==> config.mk <==
export PLATFORM = sky130hd
export DESIGN_NAME = bus_pair_change_monitor_unit_flat
export DESIGN_NICKNAME = d
export VERILOG_FILES = /design/src/hw/rtl/bpcm_pkg.sv /design/src/hw/rtl/bpcm_in_if.sv /design/src/hw/rtl/bpcm_out_if.sv /design/src/hw/rtl/bpcm_ram.sv /design/src/hw/rtl/bpcm_front.sv /design/src/hw/rtl/bpcm_queue.sv /design/src/hw/rtl/bpcm_back.sv /design/src/hw/rtl/bus_pair_change_monitor_unit.sv /design/src/flat_wrapper.sv
export SDC_FILE = /design/constraint.sdc
export NUM_CORES = 2
export LEC_CHECK = 0
export BUFFER_PORTS_ARGS = -buffer_cell sky130_fd_sc_hd__clkbuf_2
export CORE_ASPECT_RATIO = 1.5
export CORE_UTILIZATION = 55
export DETAILED_ROUTE_END_ITERATION = 6
export PLACE_DENSITY = 0.71
export SLEW_MARGIN = 10
export SYNTH_ARGS = -nofsm -noshare
export SYNTH_HDL_FRONTEND = slang
export SYNTH_SLANG_ARGS = --single-unit
==> constraint.sdc <==
create_clock -name clk_i -period 9.3 [get_ports clk_i]
set_input_delay 1.86 -clock clk_i [delete_from_list [all_inputs] [get_ports clk_i]]
set_output_delay 1.86 -clock clk_i [all_outputs]
set_load 0.005 [all_outputs]
==> src/hw/rtl/bpcm_pkg.sv <==
// Types, codes and helper functions of the bus pair change monitor.
package bpcm_pkg;

  localparam int unsigned STATUS_CHANNEL = 15;
  localparam int unsigned QUEUE_DEPTH    = 2;

  typedef enum logic [1:0] {
    VIEW_BUS0 = 2'd0,
    VIEW_BUS1 = 2'd1,
    VIEW_BOTH = 2'd2,
    VIEW_NONE = 2'd3
  } view_mode_e;

  typedef enum logic [1:0] {
    STATUS_IDLE  = 2'd0,
    STATUS_OK    = 2'd1,
    STATUS_ERROR = 2'd2,
    STATUS_BUSY  = 2'd3
  } status_e;

  // One complete address/data pair on its way from the front to the back end.
  typedef struct packed {
    logic       bus;
    logic [6:0] channel;
    logic [7:0] data;
  } pair_t;

  function automatic status_e decode_status(input logic [7:0] data);
    status_e code;
    code = STATUS_IDLE;
    if (data == 8'(STATUS_OK)) code = STATUS_OK;
    else if (data == 8'(STATUS_ERROR)) code = STATUS_ERROR;
    else if (data == 8'(STATUS_BUSY)) code = STATUS_BUSY;
    return code;
  endfunction

endpackage

==> src/hw/rtl/bpcm_in_if.sv <==
// Input channel: one received monitor byte per transfer.
interface bpcm_in_if;
  logic       valid;
  logic       ready;
  logic [7:0] rx_byte;

  modport source (output valid, output rx_byte, input ready);
  modport sink (input valid, input rx_byte, output ready);
endinterface

==> src/hw/rtl/bpcm_out_if.sv <==
// Output channel: one change or status report per transfer.
interface bpcm_out_if;
  logic       valid;
  logic       ready;
  logic       bus_id;
  logic [6:0] channel;
  logic [7:0] new_value;
  logic [7:0] old_value;
  logic       old_known;
  logic       value_changed;
  logic       shown;
  logic       status_valid;
  logic [1:0] status_code;

  modport source (
    output valid, output bus_id, output channel, output new_value, output old_value,
    output old_known, output value_changed, output shown, output status_valid,
    output status_code, input ready
  );
  modport sink (
    input valid, input bus_id, input channel, input new_value, input old_value,
    input old_known, input value_changed, input shown, input status_valid,
    input status_code, output ready
  );
endinterface

==> src/hw/rtl/bpcm_ram.sv <==
// Generic single-write, single-read RAM with registered read data.
module bpcm_ram #(
  parameter int unsigned WIDTH = 8,
  parameter int unsigned DEPTH = 112,
  localparam int unsigned AW = (DEPTH > 1) ? $clog2(DEPTH) : 1
) (
  input  logic             clk_i,
  input  logic             we_i,
  input  logic [AW-1:0]    waddr_i,
  input  logic [WIDTH-1:0] wdata_i,
  input  logic             re_i,
  input  logic [AW-1:0]    raddr_i,
  output logic [WIDTH-1:0] rdata_o
);

  logic [WIDTH-1:0] mem [DEPTH];
  logic [WIDTH-1:0] rdata_q;

  always_ff @(posedge clk_i) begin
    if (we_i) begin
      mem[waddr_i] <= wdata_i;
    end
    if (re_i) begin
      rdata_q <= mem[raddr_i];
    end
  end

  assign rdata_o = rdata_q;

endmodule

==> src/hw/rtl/bpcm_front.sv <==
// Front end: pairs incoming bytes and drops pairs whose channel is out of range.
module bpcm_front import bpcm_pkg::*; #(
  parameter int unsigned CHANNELS = 112
) (
  input  logic       clk_i,
  input  logic       rst_ni,
  bpcm_in_if.sink    in_ch,
  output logic       push_o,
  output pair_t      push_pair_o,
  input  logic       full_i
);

  logic       half_q;
  logic [7:0] addr_q;
  logic       accept;
  logic       in_range;

  // An address byte never needs queue space, so only the data byte waits on it.
  assign in_ch.ready = !half_q || !full_i;
  assign accept      = in_ch.valid && in_ch.ready;
  assign in_range    = {1'b0, addr_q[6:0]} < 8'(CHANNELS);

  assign push_o      = accept && half_q && in_range;
  assign push_pair_o = '{bus: addr_q[7], channel: addr_q[6:0], data: in_ch.rx_byte};

  always_ff @(posedge clk_i or negedge rst_ni) begin
    if (!rst_ni) begin
      half_q <= 1'b0;
    end else if (accept) begin
      half_q <= !half_q;
    end
  end

  always_ff @(posedge clk_i) begin
    if (accept && !half_q) begin
      addr_q <= in_ch.rx_byte;
    end
  end

endmodule

==> src/hw/rtl/bpcm_queue.sv <==
// Short queue of complete pairs between the front and back ends.
module bpcm_queue import bpcm_pkg::*; (
  input  logic  clk_i,
  input  logic  rst_ni,
  input  logic  push_i,
  input  pair_t pair_i,
  output logic  full_o,
  input  logic  pop_i,
  output logic  valid_o,
  output pair_t head_o
);

  localparam int unsigned PTR_W = (QUEUE_DEPTH > 1) ? $clog2(QUEUE_DEPTH) : 1;
  localparam int unsigned CNT_W = $clog2(QUEUE_DEPTH + 1);

  pair_t            entry_q [QUEUE_DEPTH];
  logic [PTR_W-1:0] wr_ptr_q, rd_ptr_q;
  logic [CNT_W-1:0] count_q;
  logic             do_push, do_pop;

  assign full_o  = count_q == CNT_W'(QUEUE_DEPTH);
  assign valid_o = count_q != '0;
  assign head_o  = entry_q[rd_ptr_q];
  assign do_push = push_i && !full_o;
  assign do_pop  = pop_i && valid_o;

  function automatic logic [PTR_W-1:0] next_ptr(input logic [PTR_W-1:0] ptr);
    logic [PTR_W-1:0] nxt;
    nxt = (ptr == PTR_W'(QUEUE_DEPTH - 1)) ? '0 : ptr + 1'b1;
    return nxt;
  endfunction

  always_ff @(posedge clk_i or negedge rst_ni) begin
    if (!rst_ni) begin
      wr_ptr_q <= '0;
      rd_ptr_q <= '0;
      count_q  <= '0;
    end else begin
      if (do_push) wr_ptr_q <= next_ptr(wr_ptr_q);
      if (do_pop) rd_ptr_q <= next_ptr(rd_ptr_q);
      if (do_push && !do_pop) count_q <= count_q + 1'b1;
      else if (do_pop && !do_push) count_q <= count_q - 1'b1;
    end
  end

  always_ff @(posedge clk_i) begin
    if (do_push) begin
      entry_q[wr_ptr_q] <= pair_i;
    end
  end

endmodule

==> src/hw/rtl/bpcm_back.sv <==
// Back end: shadow table lookup and update, change detection and the result register.
module bpcm_back import bpcm_pkg::*; #(
  parameter int unsigned CHANNELS = 112
) (
  input  logic       clk_i,
  input  logic       rst_ni,
  input  logic       cfg_we_i,
  input  logic [1:0] cfg_wdata_i,
  input  logic       q_valid_i,
  input  pair_t      q_pair_i,
  output logic       q_pop_o,
  bpcm_out_if.source out_ch
);

  localparam int unsigned IW = (CHANNELS > 1) ? $clog2(CHANNELS) : 1;

  view_mode_e    view_mode_q;
  logic          b_valid_q;
  pair_t         b_pair_q;
  logic [CHANNELS-1:0] known0_q, known1_q;
  logic          fwd_valid_q;
  logic          fwd_bus_q;
  logic [IW-1:0] fwd_idx_q;
  logic [7:0]    fwd_data_q;

  logic          out_valid_q;
  logic          bus_id_q, old_known_q, value_changed_q, shown_q, status_valid_q;
  logic [6:0]    channel_q;
  logic [7:0]    new_value_q, old_value_q;
  status_e       status_code_q;

  logic [IW-1:0] idx;
  logic [7:0]    rd0, rd1, stored, old_val;
  logic          known, fwd_hit, changed, is_status, has_result, selected;
  logic          b_fire, b_accept, wr0, wr1;

  assign b_fire   = b_valid_q && (!out_valid_q || out_ch.ready);
  assign b_accept = !b_valid_q || b_fire;
  assign q_pop_o  = q_valid_i && b_accept;

  assign idx       = b_pair_q.channel[IW-1:0];
  assign known     = b_pair_q.bus ? known1_q[idx] : known0_q[idx];
  // The RAM read issued in the cycle of a write to the same entry sees old data.
  assign fwd_hit   = fwd_valid_q && (fwd_bus_q == b_pair_q.bus) && (fwd_idx_q == idx);
  assign stored    = fwd_hit ? fwd_data_q : (b_pair_q.bus ? rd1 : rd0);
  assign old_val   = known ? stored : '0;
  assign changed   = !known || (stored != b_pair_q.data);
  assign is_status = b_pair_q.channel == 7'(STATUS_CHANNEL);
  assign has_result = changed || is_status;

  assign wr0 = b_fire && changed && !b_pair_q.bus;
  assign wr1 = b_fire && changed && b_pair_q.bus;

  always_comb begin
    unique case (view_mode_q)
      VIEW_BUS0: selected = !b_pair_q.bus;
      VIEW_BUS1: selected = b_pair_q.bus;
      VIEW_BOTH: selected = 1'b1;
      VIEW_NONE: selected = 1'b0;
    endcase
  end

  bpcm_ram #(.WIDTH(8), .DEPTH(CHANNELS)) u_shadow0 (
    .clk_i   (clk_i),
    .we_i    (wr0),
    .waddr_i (idx),
    .wdata_i (b_pair_q.data),
    .re_i    (q_pop_o),
    .raddr_i (q_pair_i.channel[IW-1:0]),
    .rdata_o (rd0)
  );

  bpcm_ram #(.WIDTH(8), .DEPTH(CHANNELS)) u_shadow1 (
    .clk_i   (clk_i),
    .we_i    (wr1),
    .waddr_i (idx),
    .wdata_i (b_pair_q.data),
    .re_i    (q_pop_o),
    .raddr_i (q_pair_i.channel[IW-1:0]),
    .rdata_o (rd1)
  );

  always_ff @(posedge clk_i or negedge rst_ni) begin
    if (!rst_ni) begin
      view_mode_q <= VIEW_BUS0;
      b_valid_q   <= 1'b0;
      known0_q    <= '0;
      known1_q    <= '0;
      fwd_valid_q <= 1'b0;
      out_valid_q <= 1'b0;
    end else begin
      if (cfg_we_i) view_mode_q <= view_mode_e'(cfg_wdata_i);
      if (b_accept) b_valid_q <= q_valid_i;
      if (wr0) known0_q[idx] <= 1'b1;
      if (wr1) known1_q[idx] <= 1'b1;
      if (b_fire) fwd_valid_q <= changed;
      if (b_fire && has_result) out_valid_q <= 1'b1;
      else if (out_ch.ready) out_valid_q <= 1'b0;
    end
  end

  always_ff @(posedge clk_i) begin
    if (q_pop_o) begin
      b_pair_q <= q_pair_i;
    end
    if (b_fire && changed) begin
      fwd_bus_q  <= b_pair_q.bus;
      fwd_idx_q  <= idx;
      fwd_data_q <= b_pair_q.data;
    end
    if (b_fire && has_result) begin
      bus_id_q        <= b_pair_q.bus;
      channel_q       <= b_pair_q.channel;
      new_value_q     <= b_pair_q.data;
      old_value_q     <= old_val;
      old_known_q     <= known;
      value_changed_q <= changed;
      shown_q         <= changed && selected;
      status_valid_q  <= is_status;
      status_code_q   <= is_status ? decode_status(b_pair_q.data) : STATUS_IDLE;
    end
  end

  assign out_ch.valid         = out_valid_q;
  assign out_ch.bus_id        = bus_id_q;
  assign out_ch.channel       = channel_q;
  assign out_ch.new_value     = new_value_q;
  assign out_ch.old_value     = old_value_q;
  assign out_ch.old_known     = old_known_q;
  assign out_ch.value_changed = value_changed_q;
  assign out_ch.shown         = shown_q;
  assign out_ch.status_valid  = status_valid_q;
  assign out_ch.status_code   = status_code_q;

endmodule

==> src/hw/rtl/bus_pair_change_monitor_unit.sv <==
// Top level of the bus pair change monitor.
// Bytes from the monitor link enter on in_ch, alternately an address byte
// (bit 7 bus, bits 6..0 channel) and a data byte. Each complete pair is
// checked against a per-bus shadow table; a report leaves on out_ch when the
// value changed or the channel is the status channel. Pairs whose channel is
// CHANNELS or above are dropped. cfg_we_i/cfg_wdata_i write the view mode,
// which sets the shown flag of each report.
// Throughput is one byte per cycle while in_ch.ready is high. Each pair
// passes the pair queue and the registered shadow RAM read; the compare and
// table write then happen as the report is loaded into the output register.
// Reset clears the byte pairing, the queue, the known flags of both tables
// and the view mode; no clearing pass is needed.
// When the receiver stalls, the held report stays in the output register,
// the back end holds one pair, the two-entry queue fills, and in_ch.ready
// drops only on a data byte that finds the queue full.
module bus_pair_change_monitor_unit import bpcm_pkg::*; #(
  parameter int unsigned CHANNELS = 112
) (
  input  logic       clk_i,
  input  logic       rst_ni,
  bpcm_in_if.sink    in_ch,
  bpcm_out_if.source out_ch,
  input  logic       cfg_we_i,
  input  logic [1:0] cfg_wdata_i
);

  logic  push, full, q_valid, q_pop;
  pair_t push_pair, q_head;

  bpcm_front #(.CHANNELS(CHANNELS)) u_front (
    .clk_i       (clk_i),
    .rst_ni      (rst_ni),
    .in_ch       (in_ch),
    .push_o      (push),
    .push_pair_o (push_pair),
    .full_i      (full)
  );

  bpcm_queue u_queue (
    .clk_i   (clk_i),
    .rst_ni  (rst_ni),
    .push_i  (push),
    .pair_i  (push_pair),
    .full_o  (full),
    .pop_i   (q_pop),
    .valid_o (q_valid),
    .head_o  (q_head)
  );

  bpcm_back #(.CHANNELS(CHANNELS)) u_back (
    .clk_i       (clk_i),
    .rst_ni      (rst_ni),
    .cfg_we_i    (cfg_we_i),
    .cfg_wdata_i (cfg_wdata_i),
    .q_valid_i   (q_valid),
    .q_pair_i    (q_head),
    .q_pop_o     (q_pop),
    .out_ch      (out_ch)
  );

endmodule

==> src/flat_wrapper.sv <==
// flat-port wrapper written by rule: the top's interface ports become plain ports
module bus_pair_change_monitor_unit_flat import bpcm_pkg::*;
#(
  parameter int unsigned CHANNELS = 112
)
  (clk_i, rst_ni, cfg_we_i, cfg_wdata_i, in_ch_valid, in_ch_rx_byte, in_ch_ready, out_ch_valid, out_ch_bus_id, out_ch_channel, out_ch_new_value, out_ch_old_value, out_ch_old_known, out_ch_value_changed, out_ch_shown, out_ch_status_valid, out_ch_status_code, out_ch_ready);
  bpcm_in_if in_ch_i ();
  bpcm_out_if out_ch_i ();
  input  logic clk_i;
  input  logic rst_ni;
  input  logic cfg_we_i;
  input  logic [1:0] cfg_wdata_i;
  input wire logic [$bits(in_ch_i.valid)-1:0] in_ch_valid;
  input wire logic [$bits(in_ch_i.rx_byte)-1:0] in_ch_rx_byte;
  output wire logic [$bits(in_ch_i.ready)-1:0] in_ch_ready;
  output wire logic [$bits(out_ch_i.valid)-1:0] out_ch_valid;
  output wire logic [$bits(out_ch_i.bus_id)-1:0] out_ch_bus_id;
  output wire logic [$bits(out_ch_i.channel)-1:0] out_ch_channel;
  output wire logic [$bits(out_ch_i.new_value)-1:0] out_ch_new_value;
  output wire logic [$bits(out_ch_i.old_value)-1:0] out_ch_old_value;
  output wire logic [$bits(out_ch_i.old_known)-1:0] out_ch_old_known;
  output wire logic [$bits(out_ch_i.value_changed)-1:0] out_ch_value_changed;
  output wire logic [$bits(out_ch_i.shown)-1:0] out_ch_shown;
  output wire logic [$bits(out_ch_i.status_valid)-1:0] out_ch_status_valid;
  output wire logic [$bits(out_ch_i.status_code)-1:0] out_ch_status_code;
  input wire logic [$bits(out_ch_i.ready)-1:0] out_ch_ready;
  assign in_ch_i.valid = in_ch_valid;
  assign in_ch_i.rx_byte = in_ch_rx_byte;
  assign in_ch_ready = in_ch_i.ready;
  assign out_ch_valid = out_ch_i.valid;
  assign out_ch_bus_id = out_ch_i.bus_id;
  assign out_ch_channel = out_ch_i.channel;
  assign out_ch_new_value = out_ch_i.new_value;
  assign out_ch_old_value = out_ch_i.old_value;
  assign out_ch_old_known = out_ch_i.old_known;
  assign out_ch_value_changed = out_ch_i.value_changed;
  assign out_ch_shown = out_ch_i.shown;
  assign out_ch_status_valid = out_ch_i.status_valid;
  assign out_ch_status_code = out_ch_i.status_code;
  assign out_ch_i.ready = out_ch_ready;
  bus_pair_change_monitor_unit #(.CHANNELS(CHANNELS)) u_core (.clk_i(clk_i), .rst_ni(rst_ni), .in_ch(in_ch_i), .out_ch(out_ch_i), .cfg_we_i(cfg_we_i), .cfg_wdata_i(cfg_wdata_i));
endmodule
==> After elaboration in Yosys (flattened, before gate mapping) <==
Memory sizes are Yosys's and may differ from the RTL's. A register that Yosys moved wholly into a read port is not among the register bits.
Index checks and enable logic that the tools add are counted.
{ "totals": {"out_inout_bits": 32, "n_memories": 3, "reg_bits": 304, "word_cells": 112, "ram_bits": 1824, "input_bits": 15} }
{ "memory_table": {"columns": ["name", "words", "word_bits", "rd", "rd_clocked_by_memory_dff", "write_ports", "line", "rtl"], "rows": [
  ["u_core.u_back.u_shadow0.mem", 112, 8, 1, 1, 1, "bpcm_ram.sv:16", "logic [WIDTH-1:0] mem [DEPTH];"],
  ["u_core.u_back.u_shadow1.mem", 112, 8, 1, 1, 1, "bpcm_ram.sv:16", null],
  ["u_core.u_queue.entry_q", 2, 16, 1, 0, 1, "bpcm_queue.sv:16", "pair_t entry_q [QUEUE_DEPTH];"]
]} }
{ "classes": {"eq_ne": 11, "mux": 25, "magnitude_cmp": 3, "add_sub_neg": 4, "n_reduce_logical": 36, "n_bitwise": 3} }
{ "op_table": {"columns": ["operator", "n"], "rows": [
  ["$or 112x112->112", 2],
  ["$logic_and 1x1->1", 18],
  ["$eq 8x2->1 const B", 2],
  ["$mux 8", 2],
  ["$mux 1", 15],
  ["$bmux 1 s7", 2],
  ["$eq 8x1->1 const B", 1],
  ["$logic_not 1->1", 8],
  ["$lt 7x8->1 const B", 1],
  ["$mux 2", 4],
  ["$ne 8x8->1", 1],
  ["$demux 1 s7", 1],
  ["$eq 7x4->1 const B", 1],
  ["$eq 7x7->1", 1],
  ["$ge 7x1->1 const B", 1],
  ["$lt 7x7->1 const B", 1],
  ["$eq 2x2->1 const B", 3],
  ["$reduce_bool 2->1", 3],
  ["$logic_or 1x1->1", 5],
  ["$pmux 1 s4", 1],
  ["$add 1x1->1 const B", 2],
  ["$add 2x1->2 const B", 1],
  ["$eq 2x1->1 const B", 1],
  ["$logic_not 2->1", 1],
  ["4 further kinds", 4]
]} }

==> Depth between registers and ports, before layout <==
{ "logic_depth": {"word_depth": 11, "ltp_mapped": 14, "depth_no_buf": 8} }

==> By module <==
A second synthesis with hierarchy kept.
{ "hier_totals": {"hier_cells": 4512, "hier_area_um2": 85288.0} }
{ "by_module_without_submodules": {"columns": ["module", "cells_per_inst", "area_per_inst_um2", "n_inst", "seq_area_each_um2"], "rows": [
  ["bpcm_ram", 1712, 35271.3, 2, 27146.0],
  ["bpcm_back", 997, 12979.9, 1, 7592.3],
  ["bpcm_queue", 69, 1406.3, 1, 1061.0],
  ["bpcm_front", 22, 359.1, 1, 265.3]
]} }

==> Least setup slack after synthesis <==
OpenSTA, ideal clock, no wires.
{ "synth_path": {"path_kind": "reg-to-reg", "start": "register u_core.u_back.b_pair_q[1] in the netlist's numbering", "end": "register u_core.u_back.bus_id_q (netlist: u_core.u_back.out_ch.bus_id) (enable)", "n_path_buf": 0, "period_less_slack_ps": 5494, "setup_time_ps": 417, "t_required_ps": 8883, "t_arrival_ps": 5077, "setup_slack_ps": 3806, "path_stages_with_launch": 8, "path_cell_list": "edfxtp_1 inv_1 xnor2_1 nand2_1 mux2i_1 nand4_1 a2111oi_0 nor2_1"} }
{ "synth_via": {"elab_chain_cells": 4} }
{ "synth_lines": {"columns": ["item", "line", "rtl"], "rows": [
  ["start, declared", "bpcm_back.sv:19", "pair_t b_pair_q;"],
  ["start signal, assigned", "bpcm_back.sv:104", "b_pair_q <= q_pair_i;"],
  ["$ne 8x8->1", "bpcm_back.sv:47", "assign changed = !known || (stored != b_pair_q.data);"],
  ["$logic_or 1x1->1", "bpcm_back.sv:47", null],
  ["$logic_or 1x1->1", "bpcm_back.sv:49", "assign has_result = changed || is_status;"],
  ["$logic_and 1x1->1", "bpcm_back.sv:111", "if (b_fire && has_result) begin"],
  ["end signal, assigned", "bpcm_back.sv:112", "bus_id_q <= b_pair_q.bus;"],
  ["end, declared", "bpcm_back.sv:27", "logic bus_id_q, old_known_q, value_changed_q, shown_q, status_valid_q;"]
]} }
Every way passes these cells.
A chain may end at the register's enable or synchronous reset.

==> Final worst setup path <==
{ "layout_path": {"start": "register u_core.u_back.b_pair_q, in the netlist u_core.u_back.idx[2]", "end": "memory u_core.u_back.u_shadow0.mem[87][7] (enable)"} }
{ "layout_via": {"elab_chain_cells": 9, "elab_cells_between_ends": 15, "cone_classes": "eq/ne (2); mux (8); reduce/logical (5)"} }
{ "layout_lines": {"columns": ["item", "line", "rtl"], "rows": [
  ["$bmux 1 s7 / $eq 7x7->1 (equally long branches)", "bpcm_back.sv:42, bpcm_back.sv:44", null],
  ["$mux 1 (implied by the code) / $logic_and 1x1->1 (equally long branches)", "bpcm_back.sv:42, bpcm_back.sv:44", null],
  ["$mux 1 / $mux 8 (equally long branches)", "bpcm_back.sv:42, bpcm_back.sv:45", null],
  ["$logic_not 1->1 / $ne 8x8->1 (equally long branches)", "bpcm_back.sv:47", null],
  ["$logic_or 1x1->1", "bpcm_back.sv:47", null],
  ["$logic_and 1x1->1 (2 in series)", "bpcm_back.sv:51", "assign wr0 = b_fire && changed && !b_pair_q.bus;"],
  ["$mux 1", "bpcm_ram.sv:20", "if (we_i) begin"],
  ["$mux 1 (implied by the code)", "bpcm_ram.sv:21", "mem[waddr_i] <= wdata_i;"],
  ["end, declared", "bpcm_ram.sv:16", null]
]} }
Several ways; a longest one is shown, not always the timed one. The select of a mux whose other input is x is not followed.

==> flow_metrics.tcl <==
set metrics [dict create \
    cts_tree "done" \
    hold_viol 0 \
    r2r_end "u_core.u_back.u_shadow0.mem[87][7]" \
    worstHoldStart "u_core.u_front.addr_q[3]" \
    drive_gt1_share_pct 9.82 \
    grt_pass1_wl_um 346000 \
    cts_max_path_buffers 3 \
    fp.dieW_um 328 \
    tightest_slew_ns 1.18 \
    grt_use_met3_pct 4.82 \
    synth_area_per_cell_um2 14.5 \
    die-height_um 490 \
    max_freq_ghz 0.180 \
    cp-start-kind "flop" \
    routed_via_density 6.39 \
    fin_skew_ns 0.0422 \
    root_buffer "clkbuf_16" \
    ys.flop_type "edfxtp_1" \
    r2r_cells 11 \
    min_path_cells 0 \
    cp.required_ns 9.81 \
    intPower_uw 19500 \
    mappedNetlistArea_mm2 0.0874 \
    ys_warn_count 0 \
    syn_inst 6015 \
    start_util_pct 55.6 \
    overflow 0 \
    slew_headroom_pct 21.1 \
    first_global_vias 51500 \
    leakage_uw 0.0344 \
    numClockSinks 2144 \
    min_period_ns 5.56 \
    min_path_type "reg -> reg" \
    ir_drop_mv 0.273 \
    ios 47 \
    layout_commonest_cell "edfxtp_1" \
    track_usage_pct 29.4 \
    rsz0062_at_grt "false" \
    synth_cell_types 72 \
    gp_congestion 0.935 \
    ys_seq_area_share_pct 72.3 \
    p_per_area_mw_per_mm2 312 \
    p_comb_share_pct 30.9 \
    critPathLaunch "u_core.u_back.idx[2]" \
    drtPass1Iterations 6 \
    clk_pin_slew_ns 0.07 \
    seqPwrFrac_pct 42.4 \
    setup_viol 0 \
    drt_iter0_drc 6359 \
    synth.net_count 6031 \
    area_growth_pct 9.64 \
    busiest_layer "met2" \
    p_clk_share_pct 26.7 \
    holdBufCountCts 0 \
    row_count 178 \
    tns_ns 0 \
    layout.nets 5967 \
    endpoint_kind "flop" \
    cap_viol_max_count 0 \
    die_area_mm2 0.161 \
    grt_use_met2_pct 48.7 \
    p_switching_uw 10500 \
    clk_latency_ns 0.84 \
    ys_async_sr_fraction_pct 10.9 \
    timing.final.max_slew_violations 0 \
    wl_per_cell_um 29.0 \
    worstSetupPathType "reg -> reg" \
    switching_share_pct 35.0 \
    cp_max_fo 63 \
    ant_nets 0 \
    wl_um 237000 \
    hold_end "u_core.u_queue.entry_q[1][11]" \
    cts_made_buffers 185 \
    power_uw 29900 \
    fin_crit_sh_pct 59.8 \
    dp_hpwl_um 146000 \
    use_met1_pct 36.7 \
    cp.arrival_ns 6.07 \
    grt_max_degree 193 \
    reg2reg_from "u_core.u_back.idx[2]" \
    design.core.area_mm2 0.157 \
    grt_antenna_before_repair 7 \
    synth-edff-count 1910 \
    htreeDepth 4 \
    synth-seq-cells 2144 \
    final_cell_mix "1910 x edfxtp_1, 1325 x nand2_1, 522 x mux2i_1, 286 x nor2_1, 253 x nand3_1" \
    portBuffers 46 \
    route.detailed.drc 0 \
    rrSetupSlack_ns 3.74 \
    outcome "complete, no violations" \
    cts_setup_buffers 0 \
    via_count 52300 \
    nFillCells 11500 \
    cts_resized 0 \
]
per-stage QoR:
| step | util [%] | area [um2] | std cells | setup slack (ns) | hold WS, ns |
|---|---|---|---|---|---|
| 6_report | 61.0 | 95800 | 8183 | 3.74 | 0.446 |
| 5_1_grt | 61.0 | 95800 | 8182 | 3.51 | 0.462 |
| 4_1_cts | 61.0 | 95800 | 8181 | 3.81 | 0.443 |
| 3_5_place_dp | 57.0 | 89600 | 7834 | 3.85 | 0.433 |
| 3_3_place_gp | 57.0 | 89600 | 7834 | 3.88 | 0.424 |
| 2_1_floorplan | - | 87400 | 6015 | 3.81 | 0.421 |
worst max-delay path: stages, from the launching register on:
cell       delay [ns]
edfxtp_1         0.51
buf_4            0.65
buf_4            0.43
xor2_1           0.15
nor4_4           0.44
nand3_4          0.33
o211ai_1         0.32
nand3_1          0.20
a2111oi_4        0.53
buf_4            0.45
buf_4            0.68
nor2_1           0.38
registers in the layout, indices dropped and copies added, names as in the netlist, 2 cells and up:
register,flops
u_core.u_queue.count_q,2
u_core.u_back.fwd_idx_q,7
u_core.u_back.known0_q,112
u_core.u_back.out_ch.new_value,8
u_core.u_back.view_mode_q,2
u_core.u_back.u_shadow0.mem,896
u_core.u_back.fwd_data_q,8
u_core.u_queue.entry_q,32
u_core.u_back.u_shadow0.rdata_o,8
u_core.u_back.out_ch.channel,7
u_core.u_back.b_pair_q,9
u_core.u_back.known1_q,112
u_core.u_back.u_shadow1.mem,896
u_core.u_front.addr_q,8
u_core.u_back.out_ch.status_code,2
u_core.u_back.u_shadow1.rdata_o,8
u_core.u_back.idx,7
u_core.u_back.out_ch.old_value,8
cell type report:
type,instances,area [um2],share of cell area (%)
clock inverters,104,1240,1.29
flip-flops and latches,2144,63200,65.9
well taps,2070,2590,2.70
inverters,19,90.1,0.0940
multi-input cells,3443,22400,23.4
diodes,2,5.00,0.00522
repair buffers,158,1230,1.28
clock buffers,243,5050,5.27
power groups by stage:
stage	combinational [uW]	clock, uW	sequential, uW
floorplan	4930	0	13400
global placement	8990	0	12900
detailed placement	9110	0	12900
CTS	9140	8060	12700
global route	9630	8410	12700
finish	9260	8010	12700
cell families after synthesis:
logic type      count (synthesis)  synth area share (%)
xor+xnor                       22                 0.220
simple gates                 2126                  10.3
buf+inv                       428                  2.28
flops                        2144                  72.3
mux                           645                  8.80
fa+ha+maj                       1                0.0143
compound gates                649                  6.12
synthesized netlist by cell type (19+ instances only):
master,instances,area share [%]
and3_1,158,1.1
nand2_1,1325,5.7
o311ai_0,37,0.37
buf_4,23,0.20
nor3_1,30,0.17
edfxtp_1,1910,66
nor2b_1,21,0.15
buf_6,25,0.32
nand3_1,253,1.4
a32oi_1,23,0.23
a221oi_1,22,0.22
dfrtp_1,234,6.7
a311oi_1,237,2.4
mux2_2,19,0.24
mux4_2,97,2.5
buf_2,91,0.52
nor2_1,291,1.2
mux2i_1,529,6.1
o21bai_1,224,1.9
clkbuf_1,221,0.95
buf_1,48,0.21
how the worst max path moves through the flow:
stage / end / slack, ns / depth (start not counted)
2_1_floorplan: u_core.u_back.out_ch.bus_id / 3.81 / 7
3_3_place_gp: u_core.u_back.u_shadow1.rdata_o[6] / 3.88 / 7
3_5_place_dp: u_core.u_back.u_shadow0.mem[83][1] / 3.85 / 11
4_1_cts: u_core.u_back.u_shadow0.mem[94][6] / 3.81 / 11
5_1_grt: u_core.u_back.u_shadow0.mem[94][3] / 3.51 / 11
6_report: u_core.u_back.u_shadow0.mem[87][7] / 3.74 / 11
routing by layer:
metal / up-vias / routed length [um]
li1: 22500 / -
met1: 26500 / 85600
met2: 2692 / 118000
met3: 619 / 18400
met4: 4 / 15400
met5: - / 27
Note: power is estimated with default switching activity, not from simulation.
